$ cat src/rtl/mlsfc_pkg.sv
// Shared types and constants for the multi-link state feedback controller.
// Used by the register file, the controller, the datapath and the top level.
package mlsfc_pkg;

  // Fixed field widths.
  localparam int unsigned DATA_W  = 16;
  localparam int unsigned LIMIT_W = 31;
  localparam int unsigned INTEG_W = 32;
  localparam int unsigned DRIVE_W = 32;
  localparam int unsigned CFG_IDX_W = 3;
  localparam int unsigned CFG_DATA_W = 64;
  localparam int unsigned MAX_LINKS = 4;

  // Multiplier operands and accumulator.
  localparam int unsigned MUL_A_W = 33;
  localparam int unsigned MUL_B_W = 17;
  localparam int unsigned PROD_W  = MUL_A_W + MUL_B_W;
  localparam int unsigned ACC_W   = 54;
  localparam int unsigned GAIN_FRAC = 16;
  localparam int unsigned DROP_BITS = 24;

  // Term select: wide enough for the largest link count.
  localparam int unsigned SEL_W = 4;
  localparam logic [SEL_W-1:0] SEL_STEP = 4'd0;
  localparam logic [SEL_W-1:0] SEL_POS  = 4'd1;
  localparam logic [SEL_W-1:0] SEL_VEL  = 4'd2;
  localparam logic [SEL_W-1:0] SEL_LINK = 4'd3;

  // Configuration register indexes.
  typedef enum logic [CFG_IDX_W-1:0] {
    REG_POSITION_GAIN    = 3'd0,
    REG_VELOCITY_GAIN    = 3'd1,
    REG_INTEGRAL_GAIN    = 3'd2,
    REG_STEP_TIME        = 3'd3,
    REG_INTEG_CLAMP      = 3'd4,
    REG_LINK_ANGLE_GAINS = 3'd5,
    REG_LINK_RATE_GAINS  = 3'd6,
    REG_LINK_REFERENCES  = 3'd7
  } cfg_reg_e;

  // Configuration register contents.
  typedef struct packed {
    logic signed [DATA_W-1:0] position_gain;
    logic signed [DATA_W-1:0] velocity_gain;
    logic signed [DATA_W-1:0] integral_gain;
    logic [DATA_W-1:0]        step_time;
    logic [LIMIT_W-1:0]       integ_clamp;
    logic [CFG_DATA_W-1:0]    link_angle_gains;
    logic [CFG_DATA_W-1:0]    link_rate_gains;
    logic [CFG_DATA_W-1:0]    link_references;
  } cfg_t;

  // Commands from the controller to the datapath.
  typedef struct packed {
    logic             load;
    logic             clear_int;
    logic             mul_en;
    logic [SEL_W-1:0] sel;
    logic             upd_int;
    logic             acc_clr;
    logic             acc_en;
    logic             out_load;
  } cmd_t;

endpackage

$ cat src/rtl/mlsfc_regs.sv
// Configuration register file of the multi-link state feedback controller.
// Depends on mlsfc_pkg for the register index codes and the cfg_t layout.
module mlsfc_regs (
  input  logic                               clk_i,
  input  logic                               rst_ni,
  input  logic                               cfg_valid_i,
  input  logic [mlsfc_pkg::CFG_IDX_W-1:0]    cfg_index_i,
  input  logic [mlsfc_pkg::CFG_DATA_W-1:0]   cfg_data_i,
  output mlsfc_pkg::cfg_t                    cfg_o
);
  import mlsfc_pkg::*;

  cfg_t cfg_q;

  // Write the addressed register; all registers reset to zero.
  always_ff @(posedge clk_i or negedge rst_ni) begin
    if (!rst_ni) begin
      cfg_q <= '0;
    end else if (cfg_valid_i) begin
      unique case (cfg_reg_e'(cfg_index_i))
        REG_POSITION_GAIN:    cfg_q.position_gain    <= cfg_data_i[DATA_W-1:0];
        REG_VELOCITY_GAIN:    cfg_q.velocity_gain    <= cfg_data_i[DATA_W-1:0];
        REG_INTEGRAL_GAIN:    cfg_q.integral_gain    <= cfg_data_i[DATA_W-1:0];
        REG_STEP_TIME:        cfg_q.step_time        <= cfg_data_i[DATA_W-1:0];
        REG_INTEG_CLAMP:      cfg_q.integ_clamp      <= cfg_data_i[LIMIT_W-1:0];
        REG_LINK_ANGLE_GAINS: cfg_q.link_angle_gains <= cfg_data_i;
        REG_LINK_RATE_GAINS:  cfg_q.link_rate_gains  <= cfg_data_i;
        REG_LINK_REFERENCES:  cfg_q.link_references  <= cfg_data_i;
        default: ;
      endcase
    end
  end

  assign cfg_o = cfg_q;

endmodule

$ cat src/rtl/mlsfc_ctrl.sv
// Sequencing controller of the multi-link state feedback controller.
// Depends on mlsfc_pkg for the command struct and the term select codes.
module mlsfc_ctrl #(
  parameter int unsigned LINKS = 4
) (
  input  logic             clk_i,
  input  logic             rst_ni,
  input  logic             in_valid_i,
  output logic             in_ready_o,
  input  logic             mode_i,
  output logic             out_valid_o,
  input  logic             out_ready_i,
  output mlsfc_pkg::cmd_t  cmd_o
);
  import mlsfc_pkg::*;

  localparam logic [SEL_W-1:0] SEL_LAST = SEL_W'(3 + 2 * LINKS);

  typedef enum logic [2:0] {
    S_IDLE,
    S_INT_MUL,
    S_INT_UPD,
    S_MAC,
    S_DRAIN,
    S_DONE
  } state_e;

  state_e           state_q;
  logic [SEL_W-1:0] idx_q;
  logic             out_valid_q;
  cmd_t             cmd;

  // Command decode from the current state and term index.
  always_comb begin
    cmd = '0;
    cmd.sel = idx_q;
    unique case (state_q)
      S_IDLE: begin
        cmd.load      = in_valid_i;
        cmd.clear_int = in_valid_i & mode_i;
      end
      S_INT_MUL: begin
        cmd.mul_en = 1'b1;
        cmd.sel    = SEL_STEP;
      end
      S_INT_UPD: begin
        cmd.upd_int = 1'b1;
        cmd.acc_clr = 1'b1;
      end
      S_MAC: begin
        cmd.mul_en = 1'b1;
        // The product of the previous cycle is a feedback term after the first issue.
        cmd.acc_en = (idx_q != SEL_POS);
      end
      S_DRAIN: begin
        cmd.acc_en = 1'b1;
      end
      S_DONE: begin
        cmd.out_load = ~out_valid_q | out_ready_i;
      end
      default: ;
    endcase
  end

  // State, term index and output valid.
  always_ff @(posedge clk_i or negedge rst_ni) begin
    if (!rst_ni) begin
      state_q     <= S_IDLE;
      idx_q       <= SEL_POS;
      out_valid_q <= 1'b0;
    end else begin
      if (cmd.out_load) begin
        out_valid_q <= 1'b1;
      end else if (out_ready_i) begin
        out_valid_q <= 1'b0;
      end
      unique case (state_q)
        S_IDLE: begin
          if (in_valid_i && !mode_i) begin
            state_q <= S_INT_MUL;
          end
        end
        S_INT_MUL: state_q <= S_INT_UPD;
        S_INT_UPD: begin
          state_q <= S_MAC;
          idx_q   <= SEL_POS;
        end
        S_MAC: begin
          if (idx_q == SEL_LAST) begin
            state_q <= S_DRAIN;
          end else begin
            idx_q <= idx_q + 1'b1;
          end
        end
        S_DRAIN: state_q <= S_DONE;
        S_DONE: begin
          if (cmd.out_load) begin
            state_q <= S_IDLE;
          end
        end
        default: state_q <= S_IDLE;
      endcase
    end
  end

  assign in_ready_o  = (state_q == S_IDLE);
  assign out_valid_o = out_valid_q;
  assign cmd_o       = cmd;

endmodule

$ cat src/rtl/mlsfc_datapath.sv
// Datapath of the multi-link state feedback controller: operand select, one
// shared multiplier, integral clamp, accumulator and output saturation.
// Depends on mlsfc_pkg for widths, select codes, cfg_t and cmd_t.
module mlsfc_datapath #(
  parameter int unsigned LINKS = 4
) (
  input  logic                                              clk_i,
  input  logic                                              rst_ni,
  input  mlsfc_pkg::cfg_t                                   cfg_i,
  input  mlsfc_pkg::cmd_t                                   cmd_i,
  input  logic signed [mlsfc_pkg::DATA_W-1:0]               cart_position_i,
  input  logic signed [mlsfc_pkg::DATA_W-1:0]               cart_velocity_i,
  input  logic [mlsfc_pkg::MAX_LINKS-1:0][mlsfc_pkg::DATA_W-1:0] link_angle_i,
  input  logic [mlsfc_pkg::MAX_LINKS-1:0][mlsfc_pkg::DATA_W-1:0] link_rate_i,
  output logic signed [mlsfc_pkg::DRIVE_W-1:0]              drive_o,
  output logic signed [mlsfc_pkg::INTEG_W-1:0]              integral_value_o,
  output logic                                              drive_saturated_o
);
  import mlsfc_pkg::*;

  localparam logic [SEL_W-1:0] SEL_INTEG = SEL_W'(3 + 2 * LINKS);
  localparam int unsigned SUM_W = INTEG_W + 2;

  logic signed [DATA_W-1:0]               pos_q, vel_q;
  logic [MAX_LINKS-1:0][DATA_W-1:0]       angle_q, rate_q;
  logic signed [INTEG_W-1:0]              integ_q;
  logic signed [PROD_W-1:0]               prod_q;
  logic                                   prod_unscaled_q;
  logic signed [ACC_W-1:0]                acc_q;
  logic signed [DRIVE_W-1:0]              drive_q;
  logic signed [INTEG_W-1:0]              integ_out_q;
  logic                                   sat_q;

  logic signed [MUL_A_W-1:0]              a_op;
  logic signed [MUL_B_W-1:0]              b_op;
  logic signed [DATA_W-1:0]               err;
  logic signed [SUM_W-1:0]                sum, lim_pos, lim_neg;
  logic signed [INTEG_W-1:0]              integ_d;
  logic signed [ACC_W-1:0]                prod_ext, acc_term;
  logic signed [ACC_W-1:0]                neg_acc, quot;
  logic                                   sat_hi, sat_lo;
  logic signed [DRIVE_W-1:0]              drive_d;

  // Operand select for the shared multiplier.
  always_comb begin
    a_op = '0;
    b_op = '0;
    err  = '0;
    if (cmd_i.sel == SEL_STEP) begin
      a_op = MUL_A_W'(pos_q);
      b_op = $signed({1'b0, cfg_i.step_time});
    end else if (cmd_i.sel == SEL_POS) begin
      a_op = MUL_A_W'(pos_q);
      b_op = MUL_B_W'(cfg_i.position_gain);
    end else if (cmd_i.sel == SEL_VEL) begin
      a_op = MUL_A_W'(vel_q);
      b_op = MUL_B_W'(cfg_i.velocity_gain);
    end else if (cmd_i.sel == SEL_INTEG) begin
      a_op = MUL_A_W'(integ_q);
      b_op = MUL_B_W'(cfg_i.integral_gain);
    end
    for (int i = 0; i < LINKS; i++) begin
      // Angle error wraps modulo one turn and reads as a signed half turn.
      if (cmd_i.sel == SEL_W'(3 + i)) begin
        err  = $signed(angle_q[i] - cfg_i.link_references[DATA_W*i +: DATA_W]);
        a_op = MUL_A_W'(err);
        b_op = MUL_B_W'($signed(cfg_i.link_angle_gains[DATA_W*i +: DATA_W]));
      end
      if (cmd_i.sel == SEL_W'(3 + LINKS + i)) begin
        a_op = MUL_A_W'($signed(rate_q[i]));
        b_op = MUL_B_W'($signed(cfg_i.link_rate_gains[DATA_W*i +: DATA_W]));
      end
    end
  end

  // Integral update with a symmetric clamp.
  always_comb begin
    sum     = SUM_W'(integ_q) + $signed(prod_q[SUM_W-1:0]);
    lim_pos = $signed({3'b000, cfg_i.integ_clamp});
    lim_neg = -lim_pos;
    if (sum > lim_pos) begin
      integ_d = lim_pos[INTEG_W-1:0];
    end else if (sum < lim_neg) begin
      integ_d = lim_neg[INTEG_W-1:0];
    end else begin
      integ_d = sum[INTEG_W-1:0];
    end
  end

  // Feedback terms carry the gain fraction scaled up; the integral term does not.
  assign prod_ext = ACC_W'(prod_q);
  assign acc_term = prod_unscaled_q ? prod_ext : (prod_ext <<< GAIN_FRAC);

  // Negate, floor-divide by the fraction and saturate to the drive width.
  always_comb begin
    neg_acc = -acc_q;
    quot    = neg_acc >>> DROP_BITS;
    sat_hi  = !quot[ACC_W-1] && (|quot[ACC_W-2:DRIVE_W-1]);
    sat_lo  = quot[ACC_W-1] && !(&quot[ACC_W-2:DRIVE_W-1]);
    if (sat_hi) begin
      drive_d = {1'b0, {(DRIVE_W-1){1'b1}}};
    end else if (sat_lo) begin
      drive_d = {1'b1, {(DRIVE_W-1){1'b0}}};
    end else begin
      drive_d = quot[DRIVE_W-1:0];
    end
  end

  // Position integral state.
  always_ff @(posedge clk_i or negedge rst_ni) begin
    if (!rst_ni) begin
      integ_q <= '0;
    end else if (cmd_i.clear_int) begin
      integ_q <= '0;
    end else if (cmd_i.upd_int) begin
      integ_q <= integ_d;
    end
  end

  // Captured word, product, accumulator and output registers.
  always_ff @(posedge clk_i) begin
    if (cmd_i.load) begin
      pos_q   <= cart_position_i;
      vel_q   <= cart_velocity_i;
      angle_q <= link_angle_i;
      rate_q  <= link_rate_i;
    end
    if (cmd_i.mul_en) begin
      prod_q          <= a_op * b_op;
      prod_unscaled_q <= (cmd_i.sel == SEL_INTEG);
    end
    if (cmd_i.acc_clr) begin
      acc_q <= '0;
    end else if (cmd_i.acc_en) begin
      acc_q <= acc_q + acc_term;
    end
    if (cmd_i.out_load) begin
      drive_q     <= drive_d;
      integ_out_q <= integ_q;
      sat_q       <= sat_hi | sat_lo;
    end
  end

  assign drive_o           = drive_q;
  assign integral_value_o  = integ_out_q;
  assign drive_saturated_o = sat_q;

endmodule

$ cat src/rtl/multi_link_state_feedback_control.sv
// Multi-link full-state feedback controller with a clamped position integral.
//
// Usage: input words arrive on the in_valid_i / in_ready_o channel and carry a
// mode bit, cart position and velocity, and an angle and rate per link. A word
// with mode set clears the position integral and produces no result. A control
// word updates the integral, clamps it to the configured limit and returns the
// negated, gain-weighted state sum as drive_o, saturated to 32 bits.
// Results leave on out_valid_o / out_ready_i. Registers are written over the
// cfg_valid_i channel, which is always ready; write them only while idle.
// Sequence: a control word is accepted in the idle state, the integral step
// is multiplied and the integral updated, the feedback and integral terms
// go through the single shared multiplier, one product per cycle, the last
// product is drained and the result registered, and the next word is taken
// in the following cycle. If the receiver stalls, a finished result
// waits in the output register while the next word is accepted and worked on;
// that word then holds in its last step until the output register frees up.
// Reset clears the configuration registers, the integral and the output valid.
// Depends on mlsfc_pkg, mlsfc_regs, mlsfc_ctrl and mlsfc_datapath.
module multi_link_state_feedback_control #(
  parameter int unsigned LINKS = 4
) (
  input  logic                                    clk_i,
  input  logic                                    rst_ni,
  input  logic                                    in_valid_i,
  output logic                                    in_ready_o,
  input  logic                                    mode_i,
  input  logic signed [mlsfc_pkg::DATA_W-1:0]     cart_position_i,
  input  logic signed [mlsfc_pkg::DATA_W-1:0]     cart_velocity_i,
  input  logic [mlsfc_pkg::DATA_W-1:0]            link_angle_0_i,
  input  logic [mlsfc_pkg::DATA_W-1:0]            link_angle_1_i,
  input  logic [mlsfc_pkg::DATA_W-1:0]            link_angle_2_i,
  input  logic [mlsfc_pkg::DATA_W-1:0]            link_angle_3_i,
  input  logic signed [mlsfc_pkg::DATA_W-1:0]     link_rate_0_i,
  input  logic signed [mlsfc_pkg::DATA_W-1:0]     link_rate_1_i,
  input  logic signed [mlsfc_pkg::DATA_W-1:0]     link_rate_2_i,
  input  logic signed [mlsfc_pkg::DATA_W-1:0]     link_rate_3_i,
  output logic                                    out_valid_o,
  input  logic                                    out_ready_i,
  output logic signed [mlsfc_pkg::DRIVE_W-1:0]    drive_o,
  output logic signed [mlsfc_pkg::INTEG_W-1:0]    integral_value_o,
  output logic                                    drive_saturated_o,
  input  logic                                    cfg_valid_i,
  output logic                                    cfg_ready_o,
  input  logic [mlsfc_pkg::CFG_IDX_W-1:0]         cfg_index_i,
  input  logic [mlsfc_pkg::CFG_DATA_W-1:0]        cfg_data_i
);
  import mlsfc_pkg::*;

  cfg_t                             cfg;
  cmd_t                             cmd;
  logic [MAX_LINKS-1:0][DATA_W-1:0] link_angle;
  logic [MAX_LINKS-1:0][DATA_W-1:0] link_rate;

  // Gather the per-link fields into lanes.
  assign link_angle = {link_angle_3_i, link_angle_2_i, link_angle_1_i, link_angle_0_i};
  assign link_rate  = {link_rate_3_i, link_rate_2_i, link_rate_1_i, link_rate_0_i};

  // Register writes are taken every cycle.
  assign cfg_ready_o = 1'b1;

  mlsfc_regs u_regs (
    .clk_i       (clk_i),
    .rst_ni      (rst_ni),
    .cfg_valid_i (cfg_valid_i),
    .cfg_index_i (cfg_index_i),
    .cfg_data_i  (cfg_data_i),
    .cfg_o       (cfg)
  );

  mlsfc_ctrl #(
    .LINKS (LINKS)
  ) u_ctrl (
    .clk_i       (clk_i),
    .rst_ni      (rst_ni),
    .in_valid_i  (in_valid_i),
    .in_ready_o  (in_ready_o),
    .mode_i      (mode_i),
    .out_valid_o (out_valid_o),
    .out_ready_i (out_ready_i),
    .cmd_o       (cmd)
  );

  mlsfc_datapath #(
    .LINKS (LINKS)
  ) u_datapath (
    .clk_i             (clk_i),
    .rst_ni            (rst_ni),
    .cfg_i             (cfg),
    .cmd_i             (cmd),
    .cart_position_i   (cart_position_i),
    .cart_velocity_i   (cart_velocity_i),
    .link_angle_i      (link_angle),
    .link_rate_i       (link_rate),
    .drive_o           (drive_o),
    .integral_value_o  (integral_value_o),
    .drive_saturated_o (drive_saturated_o)
  );

endmodule
$ cat config.mk
export PLATFORM = sky130hd
export DESIGN_NAME = multi_link_state_feedback_control
export DESIGN_NICKNAME = d
export VERILOG_FILES = /design/src/rtl/mlsfc_pkg.sv /design/src/rtl/mlsfc_regs.sv /design/src/rtl/mlsfc_ctrl.sv /design/src/rtl/mlsfc_datapath.sv /design/src/rtl/multi_link_state_feedback_control.sv
export SDC_FILE = /design/constraint.sdc
export NUM_CORES = 2
export LEC_CHECK = 0
export BUFFER_PORTS_ARGS = -buffer_cell sky130_fd_sc_hd__buf_2
export CAP_MARGIN = 10
export CORE_MARGIN = 2
export CORE_UTILIZATION = 30
export CTS_CLUSTER_SIZE = 24
export DETAILED_ROUTE_END_ITERATION = 10
export PLACE_DENSITY_LB_ADDON = 0.05
export SYNTH_ARGS = -nofsm -noshare
export SYNTH_HDL_FRONTEND = slang
export SYNTH_SLANG_ARGS = --single-unit
$ cat constraint.sdc
create_clock -name clk_i -period 27.5 [get_ports clk_i]
set_input_delay 2.75 -clock clk_i [delete_from_list [all_inputs] [get_ports clk_i]]
set_output_delay 2.75 -clock clk_i [all_outputs]
set_load 0.02 [all_outputs]
Yosys cells after proc, flatten, opt, wreduce, memory -nomap -nowiden
Index checks and enable logic that the tools add are counted.

Add/sub/neg operators: 9. Equality and inequality tests: 29. Muxes and demuxes: 43. Magnitude comparators: 2. Multipliers: 1. Reductions and logical operators: 19. Bitwise gates (word level): 3.

Operator list (number): $mux 33 (12); $mux 17 (12); $mux 32 (4); $sub 16x16->16 (4); $add 54x54->54 (1); $mux 54 (1); $neg 54->54 (1); $mul 33x17->50 (1); $add 32x34->34 (1); $gt 34x32->1 (1); $lt 34x34->1 (1); $neg 31->34 (1); $eq 4x4->1 const B (5); $eq 3x3->1 const B (6); $pmux 3 s6 (1); $reduce_and 2->1 (9); $eq 4x3->1 const B (4); $eq 3x2->1 const B (4); $mux 3 (3); $eq 4x2->1 const B (2); $mux 4 (2); $pmux 4 s2 (1); $eq 3x1->1 const B (2); $logic_not 3->1 (2); other kinds (17) (25).

Flip-flop bits (word level): 654. Logic and storage cells: 133. Input port bits: 233. Output and inout bits: 68.

Longest topological paths before layout
Depth after elaboration: 16. Gate-level depth with buffers: 39. Gate-level depth less buffers: 37.

Cells and area by module
From an unflattened synthesis, not the netlist that was laid out.

Cells, all modules: 5540. Area, all modules: 55783.5 µm².

Modules (own cells, without submodules): mlsfc_datapath (area each 44481.4 µm², times used 1, cells an instance 4862); mlsfc_regs (area each 10765.3 µm², times used 1, cells an instance 615); mlsfc_ctrl (area each 525.5 µm², times used 1, cells an instance 61); multi_link_state_feedback_control (area each 11.3 µm², times used 1, cells an instance 2).

Worst setup path before layout
No wires, ideal clock.

Path type: register to register. From: register u_datapath.angle_q[16] in the netlist's numbering. To: register u_datapath.prod_q[46], data pin. Setup time: 136 ps. Data required time: 27364 ps. Stages on the path, launching flop included: 37. Buffers on the path: 2. Path slack: 17990 ps. Data arrival time: 9374 ps. Period minus slack after synthesis: 9510 ps. Cell sequence: edfxtp_1 -> inv_1 -> ha_1 -> inv_1 -> fa_1 -> a21o_1 -> a21o_1 -> a2111oi_0 -> o31ai_1 -> a21o_1 -> a21oi_1 -> xor2_1 -> o2111ai_1 -> a222oi_1 -> clkbuf_1 -> nor2_1 -> fa_1 -> inv_1 -> fa_1 -> inv_1 -> fa_1 -> fa_1 -> fa_1 -> inv_1 -> fa_1 -> inv_1 -> ha_1 -> clkbuf_1 -> a21oi_1 -> o21ai_0 -> a221oi_1 -> nand3_1 -> a22o_1 -> a211oi_1 -> o21ai_0 -> or4b_2 -> nand3_1.

Word-level cells in the longest chain between the ends: 8.

Ends and longest elaborated chain: start: declaration (RTL line mlsfc_datapath.sv:25) `logic [MAX_LINKS-1:0][DATA_W-1:0] angle_q, rate_q;`; start signal: assignment (RTL line mlsfc_datapath.sv:125) `angle_q <= link_angle_i;`; $sub 16x16->16 (RTL line mlsfc_datapath.sv:65) `err = $signed(angle_q[i] - cfg_i.link_references[DATA_W*i +: DATA_W]);`; $mux 33 (RTL line mlsfc_datapath.sv:64) `if (cmd_i.sel == SEL_W'(3 + i)) begin`; $mux 33 (RTL line mlsfc_datapath.sv:69) `if (cmd_i.sel == SEL_W'(3 + LINKS + i)) begin`; $mux 33 (RTL line mlsfc_datapath.sv:64); $mux 33 (RTL line mlsfc_datapath.sv:69); $mux 33 (RTL line mlsfc_datapath.sv:64); $mux 33 (RTL line mlsfc_datapath.sv:69); $mul 33x17->50 (RTL line mlsfc_datapath.sv:129) `prod_q <= a_op * b_op;`; end signal: assignment (RTL line mlsfc_datapath.sv:129); end: declaration (RTL line mlsfc_datapath.sv:27) `logic signed [PROD_W-1:0] prod_q;`.

No other way between the ends. A chain may end at the register's enable or synchronous reset.

Worst setup path after layout
From: register u_ctrl.state_q[0]. To: register u_datapath.prod_q[46], data pin.

Word-level cells in the longest chain between the ends: 16. Elaborated cells on any way between the ends: 39.

Ends and longest elaborated chain: start: declaration (RTL line mlsfc_ctrl.sv:28) `state_e state_q;`; start signal: assignment (RTL line mlsfc_ctrl.sv:68) `state_q <= S_IDLE;`; start signal: assignment (RTL line mlsfc_ctrl.sv:80) `state_q <= S_INT_MUL;`; start signal: assignment (RTL line mlsfc_ctrl.sv:83) `S_INT_MUL: state_q <= S_INT_UPD;`; $eq 3x1->1 * (RTL line mlsfc_ctrl.sv:37) `unique case (state_q)`; $mux 4 * (RTL line mlsfc_ctrl.sv:37); $eq 4x4->1 (RTL line mlsfc_datapath.sv:58) `end else if (cmd_i.sel == SEL_INTEG) begin`; $mux 33 / $mux 17 (equally long branches) (RTL line mlsfc_datapath.sv:58); $mux 33 / $mux 17 (equally long branches) (RTL line mlsfc_datapath.sv:55) `end else if (cmd_i.sel == SEL_VEL) begin`; $mux 33 / $mux 17 (equally long branches) (RTL line mlsfc_datapath.sv:52) `end else if (cmd_i.sel == SEL_POS) begin`; $mux 33 / $mux 17 (equally long branches) (RTL line mlsfc_datapath.sv:49) `if (cmd_i.sel == SEL_STEP) begin`; $mux 33 / $mux 17 (equally long branches) (RTL line mlsfc_datapath.sv:64); $mux 33 / $mux 17 (equally long branches) (RTL line mlsfc_datapath.sv:69); $mux 33 / $mux 17 (equally long branches) (RTL line mlsfc_datapath.sv:64); $mux 33 / $mux 17 (equally long branches) (RTL line mlsfc_datapath.sv:69); $mux 33 / $mux 17 (equally long branches) (RTL line mlsfc_datapath.sv:64); $mux 33 / $mux 17 (equally long branches) (RTL line mlsfc_datapath.sv:69); $mux 33 / $mux 17 (equally long branches) (RTL line mlsfc_datapath.sv:64); $mux 33 / $mux 17 (equally long branches) (RTL line mlsfc_datapath.sv:69); $mul 33x17->50 * (RTL line mlsfc_datapath.sv:129).

Every way passes the cells marked *; elsewhere a longest branch is shown, timed or not.

==> results.md <==
* Async set-reset flop share out of synthesis at 50.0%
* Yosys top cell by area: fa_1
* Non-filler instance count after layout at 8380
* Skew-Pair Late Insertion Delay at 720 ps
* Startpoint types: flop
* Synth top area share at 19.3%
* Routed vias at 42500
* Setup-violating endpoint count in the final report at 0
* Worst Tran Pin Value at 1310 ps
* GRT overflow at 0
* Post-CTS Setup Bufs at 0
* Post-synthesis instance total at 5601
* Clock sink count at 654
* Most instantiated library cell after synthesis: inv_1
* Worst Hold Class: flop to flop
* Routability congestion estimate at 0.874
* Post-synth cell types at 88
* H-tree depth at 3
* Post-route ant nets at 0
* Core Box Area at 183000 sq um
* CTS tree: yes
* Mean Syn Cell Area at 9.84 sq um
* Status: finished, final reports clean
* Antenna violations before repair at 15
* Final nets at 6938
* Starting Density at 30.1%
* Post-Syn Nets at 6695
* Drt pass-1 iters at 6
* DP Cell Count at 8224
* Wire length of the first global-routing pass at 312000 um
* Worst Skew at 33.0 ps
* Residual DRC count at 0
* Crit path time final at 11910 ps
* Drt wl/cell at 25.4 um
* Synthesized cell area at 55100 sq um
* Rel. slew slack at 12.5%
* # Max-Cap Violations at 0
* Clock transition at path regs at 60 ps
* WP data required at 28070 ps
* Yosys warns at 0
* CTS buffer count at 82
* Worst path most repeated cell: fa_1
* Final Hold Vio Count at 0
* Max FO, Critical Path at 29
* Tcrit/Tclk final at 43.3%
* Initial drt markers at 2947
* Vertical die dimension at 433 um
* DIE AREA at 187000 sq um
* PortBufs at 298
* Sequential area share after synthesis at 31.7%
* Die Wd at 433 um
* Root Buffer: clkbuf_16
* TNS Setup at 0 ps
* Most frequent cells after synthesis: 725 x inv_1, 563 x nor2_1, 532 x fa_1
* I/O Pins at 301
* Unrepaired setup endpoints after global routing: no
* Avg Vias per Cell at 5.07
* Filler instances at 18900
* Critical Path Sink Type: flop
* Maximum clock rate at 84.0 MHz
* Post-synth EDFFs at 273
* Worst path max stage delay at 990 ps
* Tot GR Track Use at 22.9%
* Final max-slew violation count at 0
* Critical path type: flop to flop
* WL final at 213000 um
* FP Rows at 157
* Clk buf depth at 3
* Worst path slowest cell: a21oi_2
* Largest net degree at the start of global routing at 145
* Area Growth Syn to Fin at 13.6%
* Critical Path AT at 12480 ps
* CTS resizes at 0
* Hold-fix buffers, CTS at 0
* Vias in the first global route at 43900
* Post-synthesis register bit count at 654
* Ys flop type: dfrtp_1
* Layout cells sized above 1 at 15.5%
* Post-DP HPWL at 168000 um
* Synth area leaders: fa_1 19%, edfxtp_1 15%, dfrtp_1 15%
[critical path, delay by kind of cell, from the launching register on]
family	cells	cell delay [ps]
AO/OA/AOI/OAI	10	3480
buffers and inverters	5	590
flip-flops	1	530
AND/OR/NAND/NOR	9	3570
adder cells (fa/ha/maj)	7	3510
[path summary, 6_finish.rpt]
| check | startpoint | to | slack, ps | cells past startpoint |
|---|---|---|---|---|
| setup / recovery | u_ctrl.state_q[0] | u_datapath.prod_q[46] | 15590 | 31 |
| min in group asynchronous | rst_ni | u_regs.cfg_o[48] | 2030 | 1 |
| max in group asynchronous | rst_ni | u_datapath.integ_q[18] | 23370 | 3 |
| hold reg to reg | u_datapath.acc_q[6] | u_datapath.acc_q[6] | 480 | 2 |
| hold / removal | u_datapath.acc_q[6] | u_datapath.acc_q[6] | 480 | 2 |
| setup reg to reg | u_ctrl.state_q[0] | u_datapath.prod_q[46] | 15590 | 31 |
[logic make-up (layout without fill, tap and decap cells)]
group,Yosys count,in the layout,share of synthesized area [%]
buf+inv,964,1276,6.62
fa+ha+maj,861,861,26.8
mux,314,314,6.36
flops,654,654,31.7
simple gates,1549,1549,12.8
xor+xnor,208,208,3.30
other cells,2,5,0.0136
compound gates,1049,1049,12.5
[sequential cells by signal, indices dropped and copies added (netlist names)]
signal	count
u_ctrl.idx_q	4
u_ctrl.out_valid_o	1
u_ctrl.state_q	3
u_datapath.acc_q	54
u_datapath.angle_q	64
u_datapath.drive_o	30
u_datapath.integ_q	32
u_datapath.integral_value_o	32
u_datapath.pos_q	16
u_datapath.prod_q	50
u_datapath.prod_unscaled_q	1
u_datapath.rate_q	64
u_datapath.vel_q	16
u_regs.cfg_o	287
[cell usage in the layout, fill, tap and decap left out, types with 34 or more instances in the layout]
cell type    n
a211oi_1    43
a21o_1     112
a21oi_1    304
and2_1      42
buf_2      297
buf_4       99
clkbuf_16   86
dfrtp_1    326
dfxtp_1     54
edfxtp_1   273
fa_1       532
ha_1       329
inv_1      725
mux2_2     291
nand2_1    473
nand2b_1    70
nand3_1     79
nand4_1     44
nor2_1     553
nor3_1      66
o21a_1      35
o21ai_0    196
o31ai_1     34
or2_2       40
xnor2_1    136
xor2_1      72
[area by class of cell]
| cell class | instances | area [sq um] | share of cell area (%) |
|---|---|---|---|
| sequential | 654 | 17500 | 27.9 |
| clock inverter | 40 | 505 | 0.807 |
| timing repair buffer | 398 | 2260 | 3.62 |
| multi-input combinational | 3983 | 34200 | 54.7 |
| antenna | 3 | 7.51 | 0.0120 |
| clock buffer | 113 | 2330 | 3.73 |
| inverter | 725 | 2720 | 4.35 |
| tap | 2464 | 3080 | 4.92 |
[routing by layer]
metal / GRT usage, % / vias up / share of wire, %
li1: - / 19500 / -
met1: 33.0 / 21800 / 48
met2: 37.0 / 935 / 46
met3: 2.58 / 160 / 4.3
met4: 4.58 / 8 / 1.9
met5: 0 / - / 0.023
[through the flow]
step	instance area, sq um	util, %	hold WS (ps)	setup WS, ps
after CTS	62600	34.2	477	15650
after global routing	62600	34.2	502	15130
after global placement	59800	32.7	461	15830
after floorplan	55100	-	448	17990
final	62600	34.2	479	15590
after detailed placement	59800	32.7	470	15710
Power is not shown: default switching activity piles up to over one toggle a cycle in this logic, so the estimate is an artifact.
